--- src/rtl/ppr_pkg.sv ---
// shared constants, types and tables of the planar point rotator
package ppr_pkg;

  localparam int ITERATIONS  = 16;
  localparam int COORD_WIDTH = 32;
  localparam int ANGLE_WIDTH = 16;
  localparam int GUARD       = 8;
  localparam int Z_WIDTH     = 32;
  localparam int SHIFT_WIDTH = 5;

  localparam int DP_RAW      = COORD_WIDTH + GUARD + 4;
  localparam int DP_WIDTH    = (DP_RAW > 40) ? DP_RAW : 40;
  localparam int HI_WIDTH    = DP_WIDTH - 32;
  localparam int PH_WIDTH    = HI_WIDTH + 32;
  localparam int Q_WIDTH     = PH_WIDTH + 1 - GUARD;

  localparam logic [63:0] GAIN_K_FULL =
    64'd2608131496 + (64'd1738754331 >> (2 * ITERATIONS));
  localparam logic [31:0] GAIN_K      = GAIN_K_FULL[31:0];
  localparam logic [63:0] ROUND_BIAS  = 64'd1 << (31 + GUARD);

  localparam logic [31:0] ATAN_TABLE [32] = '{
    32'h20000000, 32'h12E4051D, 32'h09FB385B, 32'h051111D4,
    32'h028B0D43, 32'h0145D7E1, 32'h00A2F61E, 32'h00517C55,
    32'h0028BE53, 32'h00145F2F, 32'h000A2F98, 32'h000517CC,
    32'h00028BE6, 32'h000145F3, 32'h0000A2F9, 32'h0000517C,
    32'h000028BE, 32'h0000145F, 32'h00000A2F, 32'h00000517,
    32'h0000028B, 32'h00000145, 32'h000000A2, 32'h00000051,
    32'h00000028, 32'h00000014, 32'h0000000A, 32'h00000005,
    32'h00000002, 32'h00000001, 32'h00000000, 32'h00000000
  };

  typedef logic signed [DP_WIDTH-1:0] wide_t;

  typedef struct packed {
    wide_t              x;
    wide_t              y;
    logic [Z_WIDTH-1:0] z;
  } cordic_state_t;

endpackage

--- src/rtl/ppr_gain_scale.sv ---
// gain compensation, rounding and saturation over three stages
module ppr_gain_scale import ppr_pkg::*; (
  input  logic                          clk,
  input  logic                          rst,
  input  logic                          in_valid,
  output logic                          in_ready,
  input  cordic_state_t                 in_state,
  output logic                          out_valid,
  input  logic                          out_ready,
  output logic signed [COORD_WIDTH-1:0] x_out,
  output logic signed [COORD_WIDTH-1:0] y_out,
  output logic                          overflow
);

  localparam logic [Q_WIDTH-1:0] LIMIT_POS =
    {{(Q_WIDTH-COORD_WIDTH+1){1'b0}}, {(COORD_WIDTH-1){1'b1}}};
  localparam logic [Q_WIDTH-1:0] LIMIT_NEG =
    {{(Q_WIDTH-COORD_WIDTH){1'b0}}, 1'b1, {(COORD_WIDTH-1){1'b0}}};

  // magnitude stage
  logic                v1;
  logic                r1;
  logic [1:0]          neg1;
  logic [DP_WIDTH-1:0] mag_x1;
  logic [DP_WIDTH-1:0] mag_y1;

  // partial product stage
  logic                v2;
  logic                r2;
  logic [1:0]          neg2;
  logic [63:0]         lo_x2;
  logic [63:0]         lo_y2;
  logic [PH_WIDTH-1:0] hi_x2;
  logic [PH_WIDTH-1:0] hi_y2;

  // output stage
  logic                          r3;
  logic signed [COORD_WIDTH-1:0] x_next;
  logic signed [COORD_WIDTH-1:0] y_next;
  logic                          ovf_x;
  logic                          ovf_y;

  function automatic logic [COORD_WIDTH:0] finish(input logic neg,
                                                  input logic [63:0] lo_pp,
                                                  input logic [PH_WIDTH-1:0] hi_pp);
    logic [PH_WIDTH:0]      sum;
    logic [Q_WIDTH-1:0]     q;
    logic [Q_WIDTH-1:0]     limit;
    logic                   ovf;
    logic [COORD_WIDTH-1:0] mag;
    sum   = {1'b0, hi_pp} + (PH_WIDTH+1)'(lo_pp[63:32]);
    q     = sum[PH_WIDTH:GUARD];
    limit = neg ? LIMIT_NEG : LIMIT_POS;
    ovf   = q > limit;
    mag   = ovf ? limit[COORD_WIDTH-1:0] : q[COORD_WIDTH-1:0];
    return {ovf, neg ? -mag : mag};
  endfunction

  assign r3       = !out_valid || out_ready;
  assign r2       = !v2 || r3;
  assign r1       = !v1 || r2;
  assign in_ready = r1;

  always_comb begin
    {ovf_x, x_next} = finish(neg2[0], lo_x2, hi_x2);
    {ovf_y, y_next} = finish(neg2[1], lo_y2, hi_y2);
  end

  always_ff @(posedge clk) begin
    if (rst) begin
      v1        <= 1'b0;
      v2        <= 1'b0;
      out_valid <= 1'b0;
    end else begin
      if (r1) begin
        v1 <= in_valid;
      end
      if (r2) begin
        v2 <= v1;
      end
      if (r3) begin
        out_valid <= v2;
      end
    end
  end

  always_ff @(posedge clk) begin
    if (r1 && in_valid) begin
      neg1   <= {in_state.y[DP_WIDTH-1], in_state.x[DP_WIDTH-1]};
      mag_x1 <= in_state.x[DP_WIDTH-1] ? -in_state.x : in_state.x;
      mag_y1 <= in_state.y[DP_WIDTH-1] ? -in_state.y : in_state.y;
    end
    if (r2 && v1) begin
      neg2  <= neg1;
      lo_x2 <= {32'd0, mag_x1[31:0]} * {32'd0, GAIN_K} + ROUND_BIAS;
      lo_y2 <= {32'd0, mag_y1[31:0]} * {32'd0, GAIN_K} + ROUND_BIAS;
      hi_x2 <= PH_WIDTH'(mag_x1[DP_WIDTH-1:32]) * PH_WIDTH'(GAIN_K);
      hi_y2 <= PH_WIDTH'(mag_y1[DP_WIDTH-1:32]) * PH_WIDTH'(GAIN_K);
    end
    if (r3 && v2) begin
      x_out    <= x_next;
      y_out    <= y_next;
      overflow <= ovf_x | ovf_y;
    end
  end

endmodule

--- config.mk ---
export PLATFORM = sky130hd
export DESIGN_NAME = ppr_gain_scale
export DESIGN_NICKNAME = d
export VERILOG_FILES = /design/src/rtl/ppr_pkg.sv /design/src/rtl/ppr_gain_scale.sv
export SDC_FILE = /design/constraint.sdc
export NUM_CORES = 2
export LEC_CHECK = 0
export BUFFER_PORTS_ARGS = -buffer_cell sky130_fd_sc_hd__buf_2
export CELL_PAD_IN_SITES_DETAIL_PLACEMENT = 1
export CELL_PAD_IN_SITES_GLOBAL_PLACEMENT = 1
export CORE_ASPECT_RATIO = 1.1
export CORE_MARGIN = 2
export CORE_UTILIZATION = 53
export CTS_CLUSTER_SIZE = 28
export DETAILED_ROUTE_END_ITERATION = 16
export GPL_TIMING_DRIVEN = 0
export PLACE_DENSITY_LB_ADDON = 0.1
export RECOVER_POWER = 25
export SETUP_SLACK_MARGIN = 0.3
export SLEW_MARGIN = 0
export SYNTH_ARGS = -nofsm -noshare
export SYNTH_HDL_FRONTEND = slang
export SYNTH_SLANG_ARGS = --single-unit
--- constraint.sdc ---
create_clock -name clk -period 14.47 [get_ports clk]
set_input_delay 2.1705 -clock clk [delete_from_list [all_inputs] [get_ports clk]]
set_output_delay 2.1705 -clock clk [all_outputs]
set_load 0.01 [all_outputs]
Word level (Yosys, flattened, before mapping):

Index checks and enable logic that the tools add are counted.

* register bits: 370
* input port bits: 124
* output and inout bits: 67
* word-level logic and storage cells: 48

* $add $sub $neg: 8
* multiply operators: 4
* magnitude comparators: 2
* muxes and demuxes: 8
* bitwise operators: 1
* reduce and logical (&&, ||, !) cells: 9

Operators by type and width (count)
* 32-bit two-way mux: 6
* 64-bit by 40-bit adder with 64-bit output (second input constant): 2
* 32-bit by 29-bit multiplier with 61-bit output (second input constant): 2
* 44-bit by 32-bit adder with 45-bit output: 2
* 44-bit negation: 2
* 43-bit two-way mux: 2
* 12-bit by 29-bit multiplier with 41-bit output (second input constant): 2
* 37-bit by 32-bit > comparator with 1-bit output: 2
* 32-bit negation: 2
* 1-bit logical AND: 3
* 1-bit logical NOT: 3
* 1-bit logical OR: 3
* 1-bit bitwise OR: 1

Depth between registers and ports, before layout:

* depth in word-level cells: 5
* mapped depth: 34
* depth with buffers taken out: 31

Worst setup path before layout:

Ideal clock, no wire load.

* path kind: input-to-reg
* from: input port out_ready
* to: register hi_x2[10], enable pin
* arrival: 12.514 ns
* required time: 13.609 ns
* path slack: 1.095 ns
* stages on the path: 2
* buffers on the path: 0
* cell sequence: nor2b_1 a21boi_0

* longest elaborated chain between the ends: 3

RTL lines
* start: declaration: line ppr_gain_scale.sv:9 `input logic out_ready,`
* 1-bit logical OR: line ppr_gain_scale.sv:59 `assign r3 = !out_valid || out_ready;`
* 1-bit logical OR: line ppr_gain_scale.sv:60 `assign r2 = !v2 || r3;`
* 1-bit logical AND: line ppr_gain_scale.sv:93 `if (r2 && v1) begin`
* end signal: assignment: line ppr_gain_scale.sv:97 `hi_x2 <= PH_WIDTH'(mag_x1[DP_WIDTH-1:32]) * PH_WIDTH'(GAIN_K);`
* end: declaration: line ppr_gain_scale.sv:33 `logic [PH_WIDTH-1:0] hi_x2;`

Every way passes these cells.
A chain may end at the register's enable or synchronous reset.

Worst setup path after layout:

* from: register mag_x1[14]
* to: register lo_x2[63] (data pin)

* longest elaborated chain between the ends: 2

RTL lines
* start: declaration: line ppr_gain_scale.sv:24 `logic [DP_WIDTH-1:0] mag_x1;`
* start signal: assignment: line ppr_gain_scale.sv:90 `mag_x1 <= in_state.x[DP_WIDTH-1] ? -in_state.x : in_state.x;`
* 32-bit by 29-bit multiplier with 61-bit output: line ppr_gain_scale.sv:95 `lo_x2 <= {32'd0, mag_x1[31:0]} * {32'd0, GAIN_K} + ROUND_BIAS;`
* 64-bit by 40-bit adder with 64-bit output: line ppr_gain_scale.sv:95
* end signal: assignment: line ppr_gain_scale.sv:95
* end: declaration: line ppr_gain_scale.sv:31 `logic [63:0] lo_x2;`

Every way passes these cells.

==> results.sh <==
export IMPL_outcome="complete, but fails checks"
export IMPL_violations="max-capacitance violations, max-slew violations"
export IMPL_core_area_sq_um=123000
export IMPL_wl_met1_mm=79.6
export IMPL_ys_warnings_count=0
export IMPL_die_width_microns=340
export IMPL_grt_max_degree=36
export IMPL_postCtsHoldBufs=0
export IMPL_critPathTopFamily="adder cells"
export IMPL_postCtsResizedCells=0
export IMPL_cts_buffers=40
export IMPL_avgSynthCellArea_sq_um=10.2
export IMPL_place_ws_ns=4.23
export IMPL_crit_path_frequent_cell="fa_1"
export IMPL_drt_initial_drc_count=2344
export IMPL_cts_tree="built"
export IMPL_yosysSeqAreaShare=0.136
export IMPL_dr_total_vias=47200
export IMPL_synth_ff_type="edfxtp_1"
export IMPL_grt_antenna_before_repair=22
export IMPL_cts_root_buf="clkbuf_16"
export IMPL_synth_edf_count=297
export IMPL_slew_viol_final=125
export IMPL_synth_distinct_cells=97
export IMPL_avgRoutedWirePerCell_microns=23.7
export IMPL_max_slew_margin_rel=-0.317
export IMPL_cts_sinks=300
export IMPL_postSynth_asyncResetShare=0
export IMPL_max_freq_mhz=96.2
export IMPL_end_kind="flop"
export IMPL_critPathMaxStageDelay_ns=1.05
export IMPL_clk_latency_ns=0.65
export IMPL_worst_path_buf_inv=4
export IMPL_port_buffers=158
export IMPL_rsz0062_at_grt="no"
export IMPL_grt_pass1_vias=54800
export IMPL_first_pass_iters=5
export IMPL_grt_pass1_wl_mm=314
export IMPL_grt_remaining_overflow=0
export IMPL_whs_ns=0.436
export IMPL_synth_cells=6479
export IMPL_drive_gt1_frac=0.0438
export IMPL_period_needed_ns=10.39
export IMPL_cap_violations=5
export IMPL_synth_seq_cells=300
export IMPL_dp_hpwl_mm=175
export IMPL_layout_commonest_cell="inv_1"
export IMPL_clock_skew_ns=0.0449
export IMPL_layout_setup_ws_ns=4.08
export IMPL_nFillCells=13700
export IMPL_worst_pin_slew_ns=1.97
export IMPL_synth_area_leaders="fa_1, ha_1, edfxtp_1"
export IMPL_postRouteAntennaNets=0
export IMPL_highest_layer="met5"
export IMPL_layout_common_cells="inv_1, fa_1, ha_1"
export IMPL_hp_class="flop to flop"
export IMPL_final_core_util=0.570
export IMPL_synth_area_sq_um=65900
export IMPL_cpMaxStageDelayCell="nor4_1"
export IMPL_row_count=135
export IMPL_clk_pin_slew_worst_paths_ns=0.06
export IMPL_ctsHtreeMaxLevel=2
export IMPL_arrival_ns=10.71
export IMPL_num_nets_final=9026
export IMPL_hold_viol=0
export IMPL_syn_to_final_growth_pct=6.64
export IMPL_clockBufferDepth=3
export IMPL_vias_per_cell=5.64
export IMPL_synth_top_area_share=0.354
export IMPL_synth_top_cell_by_area="fa_1"
export IMPL_worst_path_max_fanout=6
export IMPL_finalCritPeriodShare=0.718
export IMPL_fin_tns_setup_ns=0
export IMPL_pin_count=191
export IMPL_routed_wl_met3_mm=9.07
export IMPL_syn_nets=8813
export IMPL_finalWirelength_mm=198
export IMPL_gp_congestion=0.973
export IMPL_die_area_sq_um=127000
export IMPL_crit_type="flop to flop"
export IMPL_grt_util_all_layers=0.323
export IMPL_die_h_microns=374
export IMPL_drc=0
export IMPL_startpoint_type="flop"
export IMPL_cp_data_required_time_ns=14.79
export IMPL_setup_violations=0
export IMPL_post_cts_buffers=0
export IMPL_wl_met2_mm=99.6
export IMPL_start_util=0.535
worst reg2reg max path, stage by stage, from the launching register on:
cell	delay, ns
edfxtp_1	0.76
inv_1	0.38
fa_1	0.54
fa_1	0.49
inv_1	0.05
fa_1	0.48
fa_1	0.61
fa_1	0.45
fa_1	0.51
fa_1	0.52
inv_1	0.05
fa_1	0.49
inv_1	0.05
ha_1	0.36
a21oi_1	0.19
o21ai_0	0.25
o21ai_0	0.30
nand3_1	0.10
nor3_1	0.55
a21boi_0	0.26
xor2_1	0.33
nand3_1	0.23
nor4_1	1.05
nand4b_1	0.36
nor3b_1	0.33
xnor3_1	0.37
final cells by class:
cell class | instances | area, sq um | share of cell area
flip-flops and latches | 300 | 8980 | 0.128
repair buffers | 171 | 987 | 0.0140
diodes | 6 | 15.0 | 0.000214
clock inverters | 22 | 289 | 0.00411
well taps | 1644 | 2060 | 0.0293
plain buffers | 64 | 245 | 0.00349
inverters | 1739 | 6530 | 0.0929
clock buffers | 47 | 1030 | 0.0146
multi-input cells | 4376 | 50200 | 0.714
cells by family after synthesis:
family	share of synthesized area
adder cells (fa/ha/maj)	0.552
buffers and inverters	0.103
AND/OR/NAND/NOR	0.0735
AO/OA/AOI/OAI	0.0913
flip-flops	0.136
XOR/XNOR	0.0401
multiplexers	0.00395
cells in the mapped netlist, drive strengths merged, types with 17 or more instances:
| cell type | count |
|---|---|
| nand2b | 41 |
| a211oi | 34 |
| and2 | 21 |
| nor3 | 81 |
| xnor2 | 219 |
| clkbuf | 57 |
| nand4 | 46 |
| and3 | 31 |
| edfxtp | 297 |
| or4 | 24 |
| xor2 | 78 |
| or2 | 21 |
| o21a | 38 |
| o31ai | 37 |
| nor2b | 38 |
| a21boi | 18 |
| nor2 | 214 |
| o21bai | 30 |
| a31oi | 29 |
| nand2 | 218 |
| mux2i | 17 |
| a21oi | 227 |
| ha | 1044 |
| nand3 | 76 |
| a21o | 121 |
| o211ai | 27 |
| fa | 1166 |
| or3 | 47 |
| nor4 | 26 |
| o21ai | 176 |
| inv | 1739 |
worst paths after layout:
check	start	to	slack [ns]	depth (start not counted)
max	mag_x1[14]	lo_x2[63]	4.08	25
min	neg1[0]	neg2[0]	0.44	0
max reg2reg	mag_x1[14]	lo_x2[63]	4.08	25
min reg2reg	neg1[0]	neg2[0]	0.44	0
routing by layer:
metal | track usage | vias up
li1 | - | 21400
met2 | 0.575 | 1028
met3 | 0.0430 | 402
met4 | 0.133 | 8
met1 | 0.393 | 24400
met5 | 0 | -
through the flow:
step | instances | instance area, sq um
floorplan | 6479 | 65900
global placement | 8281 | 68800
detailed placement | 8292 | 69000
CTS | 8361 | 70400
global route | 8367 | 70300
finish | 8369 | 70300
flip-flops by register name (all words and copies together) (netlist names), 2 cells and up:
name and flops:
lo_x2 29, neg2 2, hi_x2 41, neg1 2, x_out 32, mag_x1 44
mag_y1 44, lo_y2 29, y_out 32, hi_y2 41
Power is left out: the tool's default activity adds up to more than one toggle a clock period on the data nets, which glitch-free logic cannot reach.
