## src/rtl/ppr_pkg.sv

```systemverilog
// shared constants, types and tables of the planar point rotator
package ppr_pkg;

  localparam int ITERATIONS  = 16;
  localparam int COORD_WIDTH = 32;
  localparam int ANGLE_WIDTH = 16;
  localparam int GUARD       = 8;
  localparam int Z_WIDTH     = 32;
  localparam int SHIFT_WIDTH = 5;

  localparam int DP_RAW      = COORD_WIDTH + GUARD + 4;
  localparam int DP_WIDTH    = (DP_RAW > 40) ? DP_RAW : 40;
  localparam int HI_WIDTH    = DP_WIDTH - 32;
  localparam int PH_WIDTH    = HI_WIDTH + 32;
  localparam int Q_WIDTH     = PH_WIDTH + 1 - GUARD;

  localparam logic [63:0] GAIN_K_FULL =
    64'd2608131496 + (64'd1738754331 >> (2 * ITERATIONS));
  localparam logic [31:0] GAIN_K      = GAIN_K_FULL[31:0];
  localparam logic [63:0] ROUND_BIAS  = 64'd1 << (31 + GUARD);

  localparam logic [31:0] ATAN_TABLE [32] = '{
    32'h20000000, 32'h12E4051D, 32'h09FB385B, 32'h051111D4,
    32'h028B0D43, 32'h0145D7E1, 32'h00A2F61E, 32'h00517C55,
    32'h0028BE53, 32'h00145F2F, 32'h000A2F98, 32'h000517CC,
    32'h00028BE6, 32'h000145F3, 32'h0000A2F9, 32'h0000517C,
    32'h000028BE, 32'h0000145F, 32'h00000A2F, 32'h00000517,
    32'h0000028B, 32'h00000145, 32'h000000A2, 32'h00000051,
    32'h00000028, 32'h00000014, 32'h0000000A, 32'h00000005,
    32'h00000002, 32'h00000001, 32'h00000000, 32'h00000000
  };

  typedef logic signed [DP_WIDTH-1:0] wide_t;

  typedef struct packed {
    wide_t              x;
    wide_t              y;
    logic [Z_WIDTH-1:0] z;
  } cordic_state_t;

endpackage

```

## src/rtl/ppr_prerotate.sv

```systemverilog
// input stage: coordinate scaling and half-turn pre-rotation
module ppr_prerotate import ppr_pkg::*; (
  input  logic                          clk,
  input  logic                          rst,
  input  logic                          in_valid,
  output logic                          in_ready,
  input  logic signed [COORD_WIDTH-1:0] x_in,
  input  logic signed [COORD_WIDTH-1:0] y_in,
  input  logic signed [ANGLE_WIDTH-1:0] angle,
  output logic                          out_valid,
  input  logic                          out_ready,
  output cordic_state_t                 out_state
);

  wide_t         x_ext;
  wide_t         y_ext;
  logic          flip;
  cordic_state_t state_next;

  assign in_ready = !out_valid || out_ready;

  always_comb begin
    x_ext = {{(DP_WIDTH-COORD_WIDTH-GUARD){x_in[COORD_WIDTH-1]}}, x_in, {GUARD{1'b0}}};
    y_ext = {{(DP_WIDTH-COORD_WIDTH-GUARD){y_in[COORD_WIDTH-1]}}, y_in, {GUARD{1'b0}}};
    flip  = angle[ANGLE_WIDTH-1] ^ angle[ANGLE_WIDTH-2];
    state_next.x = flip ? -x_ext : x_ext;
    state_next.y = flip ? -y_ext : y_ext;
    state_next.z = {angle[ANGLE_WIDTH-1] ^ flip, angle[ANGLE_WIDTH-2:0],
                    {(Z_WIDTH-ANGLE_WIDTH){1'b0}}};
  end

  always_ff @(posedge clk) begin
    if (rst) begin
      out_valid <= 1'b0;
    end else if (in_ready) begin
      out_valid <= in_valid;
    end
  end

  always_ff @(posedge clk) begin
    if (in_ready && in_valid) begin
      out_state <= state_next;
    end
  end

endmodule

```

## config.mk

```make
export PLATFORM = sky130hd
export DESIGN_NAME = ppr_prerotate
export DESIGN_NICKNAME = d
export VERILOG_FILES = /design/src/rtl/ppr_pkg.sv /design/src/rtl/ppr_prerotate.sv
export SDC_FILE = /design/constraint.sdc
export NUM_CORES = 1
export LEC_CHECK = 0
export BUFFER_PORTS_ARGS = -buffer_cell sky130_fd_sc_hd__buf_2
export CAP_MARGIN = 20
export CELL_PAD_IN_SITES_DETAIL_PLACEMENT = 0
export CELL_PAD_IN_SITES_GLOBAL_PLACEMENT = 1
export CORE_ASPECT_RATIO = 0.75
export CORE_MARGIN = 4
export CORE_UTILIZATION = 39
export CTS_CLUSTER_DIAMETER = 60
export DETAILED_ROUTE_END_ITERATION = 12
export PLACE_DENSITY = 0.91
export REMOVE_ABC_BUFFERS = 1
export SYNTH_ARGS = -nofsm -noshare
export SYNTH_HDL_FRONTEND = slang
export SYNTH_SLANG_ARGS = --single-unit
```

## constraint.sdc

```tcl
create_clock -name clk -period 8.6 [get_ports clk]
set_clock_uncertainty 0.1 [all_clocks]
set_input_delay 0 -clock clk [delete_from_list [all_inputs] [get_ports clk]]
set_output_delay 0 -clock clk [all_outputs]
set_load 0.01 [all_outputs]
```

Word level (Yosys, flattened, before mapping)
Index checks and enable logic that the tools add are counted.
{ "op_classes": {"n_addsub": 2, "n_mul": 0, "n_div": 0, "n_lt_le_gt_ge": 0, "eq_ne": 0, "n_shift": 0, "n_mux": 2, "bitwise_logic": 2, "reduce_logical": 3} }
{ "op_table": {"columns": ["operator", "n"], "rows": [
  ["two-way mux 44 bit", 2],
  ["negation 40 -> 44 bit", 2],
  ["bitwise XOR 1 bit", 2],
  ["logical AND 1 bit", 1],
  ["zero test 1 bit", 1],
  ["logical OR 1 bit", 1]
]} }
{ "word_totals": {"ff_bits": 105, "latchBits": 0, "ramBits": 0, "mem_bits_ro": 0, "input_bits": 84, "output_inout_bits": 122, "elab_cells": 15, "mem_count": 0} }

Logic depth before layout (Yosys ltp)
Gate-level depths: netlist (run 1).
{ "logic_depth": {"ltp_word": 3, "mapped_depth": 7, "mapped_depth_nobuf": 7} }

Worst setup path before layout (run 1)
No wires, ideal clock.
{ "synth_timing": {"path_type": "register to register", "from": "register out_valid", "to": "register out_state[100] in the netlist's numbering (enable)", "setup_time_ns": 0.457, "arrival_ns": 2.567, "required_time_ns": 8.043, "slack_ns": 5.476, "path_stages_with_launch": 3, "path_buffers": 0, "period_less_slack_ns": 3.124, "path_cell_list": "dfxtp_1 -> nand2b_1 -> and2_1"} }
{ "synth_between": {"elab_chain_cells": 3} }
{ "synth_lines": {"columns": ["item", "line_no", "text"], "rows": [
  ["from (decl)", "ppr_prerotate.sv:10", "output logic out_valid,"],
  ["from (signal assigned)", "ppr_prerotate.sv:36", "out_valid <= in_valid;"],
  ["zero test 1 bit", "ppr_prerotate.sv:20", "assign in_ready = !out_valid || out_ready;"],
  ["logical OR 1 bit", "ppr_prerotate.sv:20", null],
  ["via in_ready", "ppr_prerotate.sv:6", "output logic in_ready,"],
  ["logical AND 1 bit", "ppr_prerotate.sv:41", "if (in_ready && in_valid) begin"],
  ["to (signal assigned)", "ppr_prerotate.sv:42", "out_state <= state_next;"],
  ["to (decl)", "ppr_prerotate.sv:12", "output cordic_state_t out_state"]
]} }
The timed path passes the listed nets, and every way through them passes these cells.
A chain may end at the register's enable or synchronous reset.

==> impl_metrics.toml, run 1 <==
[logic_synthesis]
synth.most_common_cell = "edfxtp_1"
syn_area_um2 = 4400
synth_top_area_share_pct = 60.1
ys_seq_area_share_pct = 60.6
syn_inst = 338
synth_top_flop_cell = "edfxtp_1"
synth.distinct_cells = 37
synth_edf_count = 88
avgSynthCellArea_um2 = 13.0
async_reset_ff_share_pct = 0
ys_ff_latch = 89
ys_warn_count = 0
ys_top_cells_by_area = "edfxtp_1 60%, xnor2_1 7.6%, buf_4 5.5%, xor2_1 4.8%, o31ai_1 2.2%"
yosysTopAreaCell = "edfxtp_1"
yosys-top-cells-count = "88 x edfxtp_1, 38 x xnor2_1, 32 x buf_4"

[critical_path]
r2r_cells = 4
crit_family = "simple AND/OR/NAND/NOR gates"
cp.arrival_ns = 3.13
cp_max_fo = 6
cpMostUsedCell = "dlygate4sd3_1"
cp-start-kind = "input port"
r2r_end = "out_state[60]$_DFFE_PP_"
endpoint_kind = "register"
r2r-start = "out_valid$_SDFFE_PP0N_"
critical-path-slowest-cell = "dlygate4sd3_1"
critPathKind = "input port to register"
cp.required_ns = 8.57
crit_path_cell_trace = "dlygate4sd3_1, buf_2, or4_1, nor4_2, nand4bb_1, o31ai_1, xnor2_1, dlygate4sd3_1"
cp.buffers_inverters = 3
slowest_delay_ns = 0.57
rrSetupSlack_ns = 6.82

[final_layout]
fin_area_um2 = 6520
drive_gt1_share_pct = 35.2
nFillCells = 871
syn_to_final_growth_pct = 48.3
num-nets-final = 687
final_core_util_pct = 59.4
num_antenna_cells = 0

[clock_tree]
path_clk_slew_ns = 0.06
cts-root-buf = "clkbuf_16"
cts_setup_buffers = 0
cts-htree-levels = 3
numClockSinks = 89
cts_buffers = 9
clk_path_buf_depth = 2
clock_latency_ns = 0.33
cts_tree = "done"

[place]
placed_area_um2 = 5320
hpwl_mm = 7.66
place_congestion = 0.823
numPortBuffers = 173

[global_routing]
grt_pass1_wl_mm = 17.9
grt_overflow = 0
grt_max_degree = 89
grt_util_all_layers_pct = 17.3
grt_pass1_vias = 3730
antenna_found_initial = 0

[routing]
drc = 0
ant_nets = 0
drt-vias-per-instance = 4.81
drt_iter0_drc = 152
drt-total-wl_mm = 11.7
num_vias = 3587
first_pass_iters = 4
wire_per_inst_um = 15.7

[timing]
period_minus_slack_ns = 3.16
tightest_slew_ns = 0.963
setup_viol = 0
rsz0062_at_grt = "no"
hold_viol = 0
fin_crit_sh_pct = 36.7
slew_headroom_pct = 35.2
fin_tns_setup_ns = 0
maxSlewViolCount = 0
timing.hold.ws_ns = 0.0367
timing.fmax_mhz = 317

[min_path]
worst_hold_path.endpoint = "out_state[85]$_DFFE_PP_"
whs_path_depth = 3
hp-start = "x_in[1]"
hold_class = "input port to register"

[outcome]
status = "finished, final reports clean"

[die]
die-area_um2 = 13100
die_w_um = 131
core.rowCount = 33
initial_core_util_pct = 40.0
chipHeight_um = 99.9
io_pins = 206
core-area_um2 = 11000

[flow_run]
maxCapViolations = 0

[power]
vdd_drop_max_uv = 90.1
p_leak_nw = 2.63
p_per_area_nw_per_um2 = 179
worst register-to-register path: cells and delay by family, from the launching register on:
kind / cells / cell delay, ns
and+or+nand+nor: 2 / 0.24
buffers and inverters: 2 / 0.77
DFF: 1 / 0.31
report_power, final:
part	switching (mW)	internal, mW
sequential	0.0109	0.532
clock	0.163	0.224
combinational	0.123	0.110
placed cells by master, fill, tap and decap left out, types with 2 or more instances in the layout:
master,count
or4_4,5
nor3b_1,2
or2_2,2
nand3_1,2
o31ai_1,13
nor3_1,5
or4_1,5
dlygate4sd3_1,85
a21oi_1,14
nor2_1,23
buf_4,2
nor4_1,3
a31oi_1,2
o21ai_0,17
buf_16,2
inv_1,6
clkbuf_16,9
conb_1,32
clkinvlp_4,4
nand2_1,14
o31ai_2,2
or3_1,11
edfxtp_1,88
or3_4,2
xnor2_1,37
buf_2,173
nand2b_1,2
xor2_1,23
o41ai_2,3
ha_1,2
o41ai_1,3
per-layer routing:
layer / track usage, % / wire (um) / share of wire [%] / up-vias
met2: 31.2 / 5800 / 50 / 200
li1: - / - / - / 1709
met5: 0 / 0 / 0 / -
met1: 19.4 / 4410 / 38 / 1658
met3: 5.43 / 1250 / 11 / 20
met4: 5.69 / 204 / 1.7 / 0
through the flow:
step	total power [mW]	instances	setup WS, ns
after floorplan	0.657	328	5.48
after global placement	0.741	643	6.17
after detailed placement	0.747	643	6.10
after CTS	1.17	743	5.50
after global routing	1.22	745	5.31
final	1.16	745	5.44
logic make-up after synthesis:
family          Yosys count  synth area share [%]
other cells               1                0.0853
fa+ha+maj                 2                 0.569
flops                    89                  60.6
compound gates           57                  9.22
simple gates             80                  10.4
buf+inv                  47                  6.80
xor+xnor                 62                  12.4
sequential cells by signal, indices dropped and copies added (netlist names):
signal,flops
out_state,88
out_valid,1
area by class of cell:
cell class | count | area [um2] | share of cell area (%)
clock buffers | 9 | 225 | 3.45
clock inverters | 6 | 68.8 | 1.06
inverters | 6 | 22.5 | 0.345
multi-input cells | 233 | 1580 | 24.2
flip-flops and latches | 89 | 2660 | 40.8
well taps | 140 | 175 | 2.69
repair buffers | 262 | 1790 | 27.4
worst max path at each step:
stage,startpoint,end,slack (ns),depth (start not counted)
after floorplan,out_valid$_SDFFE_PP0N_,out_state[100]$_DFFE_PP_,5.48,2
after global placement,x_in[1],out_state[106]$_DFFE_PP_,6.17,8
after detailed placement,x_in[1],out_state[114]$_DFFE_PP_,6.10,8
after CTS,y_in[1],out_state[58]$_DFFE_PP_,5.50,10
after global routing,x_in[0],out_state[109]$_DFFE_PP_,5.31,8
final,x_in[0],out_state[109]$_DFFE_PP_,5.44,8
repair_timing:
item | in CTS | in global routing
resized for setup | 0 | 0
endpoints found under the setup margin | 0 | 0
endpoints found under the hold margin | 88 | 0
hold buffers | 85 | 0
Power figures use the tool's default switching activity.
==> inputs of run 2 (changes only) <==
--- a/config.mk
+++ b/config.mk
@@ -11,10 +11,10 @@
 export CELL_PAD_IN_SITES_GLOBAL_PLACEMENT = 1
 export CORE_ASPECT_RATIO = 0.75
 export CORE_MARGIN = 4
-export CORE_UTILIZATION = 39
+export CORE_UTILIZATION = 32
 export CTS_CLUSTER_DIAMETER = 60
 export DETAILED_ROUTE_END_ITERATION = 12
-export PLACE_DENSITY = 0.91
+export PLACE_DENSITY = 0.8
 export REMOVE_ABC_BUFFERS = 1
 export SYNTH_ARGS = -nofsm -noshare
 export SYNTH_HDL_FRONTEND = slang
==> constraint.sdc (replaced) <==
create_clock -name clk -period 2.6 [get_ports clk]
set_clock_uncertainty 0.1 [all_clocks]
set_input_delay 0 -clock clk [delete_from_list [all_inputs] [get_ports clk]]
set_output_delay 0 -clock clk [all_outputs]
set_load 0.01 [all_outputs]
==> run 2 against run 1 <==
  * Cell area rose by 2.3%
  * Flip-flop and latch count unchanged
  * Worst setup slack worse by 5.4 ns
==> impl_metrics.toml, run 2 (synthesis gave the netlist of run 1 again) <==
[critical_path]
critPathKind = "input port to register"
critical-path-slowest-cell = "dlygate4sd3_1"
cp-start-kind = "input port"
cp_max_fo = 5
slowest_delay_ns = 0.56
cp.arrival_ns = 2.50
endpoint_kind = "register"
cpMostUsedCell = "dlygate4sd3_1"
crit_path_cell_trace = "dlygate4sd3_1, buf_2, or4_1, or3_1, o31ai_1, xnor2_1, dlygate4sd3_1"
cp.required_ns = 2.59

[global_routing]
grt_overflow = 0
grt_max_degree = 39
grt_pass1_wl_mm = 18.6
antenna_found_initial = 0
grt_util_all_layers_pct = 15.5
grt_pass1_vias = 3570

[clock_tree]
cts_tree = "done"
cts_buffers = 9
cts_setup_buffers = 0
clock_latency_ns = 0.34
path_clk_slew_ns = 0.07
clk_path_buf_depth = 2
cts-root-buf = "clkbuf_16"
numClockSinks = 89
cts-htree-levels = 3

[flow_run]
maxCapViolations = 0

[die]
core-area_um2 = 13200
core.rowCount = 36
initial_core_util_pct = 33.3
die_w_um = 143
chipHeight_um = 110
io_pins = 206
die-area_um2 = 15700

[routing]
drt_iter0_drc = 168
wire_per_inst_um = 15.6
drt-vias-per-instance = 4.57
ant_nets = 0
first_pass_iters = 4
num_vias = 3589
drt-total-wl_mm = 12.2
drc = 0

[min_path]
hold_class = "input port to register"

[final_layout]
final_common_cell = "buf_2"
num-nets-final = 695
largest_reg_flops = 88
num_antenna_cells = 0
top_register = "out_state"
drive_gt1_share_pct = 36.3
syn_to_final_growth_pct = 51.7
regArea_um2 = 2660
final_core_util_pct = 50.5
multi_input_area_um2 = 1610
fin_area_um2 = 6670
nFillCells = 1170
finalNonFillerCells = 785
final_cell_mix = "173 x buf_2, 88 x edfxtp_1, 86 x dlygate4sd3_1, 37 x xnor2_1, 32 x conb_1"
top_regs = "out_state (88), out_valid (1)"

[place]
numPortBuffers = 173
place_congestion = 0.786
hpwl_mm = 8.80
placed_area_um2 = 5450
dp_cells = 683

[timing]
hold_viol = 0
maxSlewViolCount = 0
timing.hold.ws_ns = 0.103
setup_viol = 0
fin_crit_sh_pct = 96.7
tightest_slew_ns = 0.546
timing.fmax_mhz = 398
rsz0062_at_grt = "no"
slew_headroom_pct = 63.5
period_minus_slack_ns = 2.51

[power]
p_per_area_nw_per_um2 = 599
vdd_drop_max_uv = 381
p_leak_nw = 2.72

[outcome]
status = "finished, final reports clean"
-- run 2: per-stage QoR --
| step | worst slack [ns] | setup TNS (ns) | total power, mW |
|---|---|---|---|
| after global placement | 0.257 | 0 | 2.47 |
| after floorplan | -0.524 | -46.07 | 2.17 |
| final | 0.0860 | 0 | 3.99 |
| after detailed placement | 0.187 | 0 | 2.49 |
| after CTS | 0.0446 | 0 | 4.04 |
| after global routing | 0.0154 | 0 | 4.18 |
-- run 2: final timing paths --
check	cells past startpoint	endpoint	slack, ns	from
hold reg to reg	2	out_state[45]$_DFFE_PP_	0.82	out_valid$_SDFFE_PP0N_
setup reg to reg	3	out_state[97]$_DFFE_PP_	0.97	out_valid$_SDFFE_PP0N_
setup / recovery	7	out_state[98]$_DFFE_PP_	0.09	x_in[7]
hold / removal	2	out_state[45]$_DFFE_PP_	0.10	in_valid
-- run 2: critical path, delay by kind of cell --
family / cells / cell delay, ns
compound gates: 1 / 0.29
xor+xnor: 1 / 0.10
buf+inv: 3 / 1.25
simple gates: 2 / 0.87
-- run 2: timing repair --
action                     4_1_cts  5_1_grt
resized for setup                0        5
hold endpoints to repair        89        0
setup endpoints to repair        0        8
hold buffers                    86        0
-- run 2: layer usage --
| layer | GRT usage [%] | vias to the layer above | routed length [um] |
|---|---|---|---|
| met4 | 5.58 | 0 | 241 |
| li1 | - | 1725 | - |
| met3 | 3.83 | 17 | 993 |
| met1 | 18.9 | 1689 | 5150 |
| met2 | 26.8 | 158 | 5860 |
| met5 | 0 | - | 0 |
-- run 2: cell type report --
class | instances | area share, %
Multi-Input combinational cell | 233 | 24.1
Clock inverter | 6 | 1.46
Inverter | 6 | 0.338
Tap cell | 171 | 3.21
Sequential cell | 89 | 39.9
Timing Repair Buffer | 270 | 27.5
Clock buffer | 10 | 3.43
-- run 2: power by group --
group          switching (mW)  total, mW  internal, mW
Combinational           0.409      0.777         0.368
Clock                   0.561       1.42         0.858
Sequential             0.0365       1.80          1.76
Total                    1.01       3.99          2.99
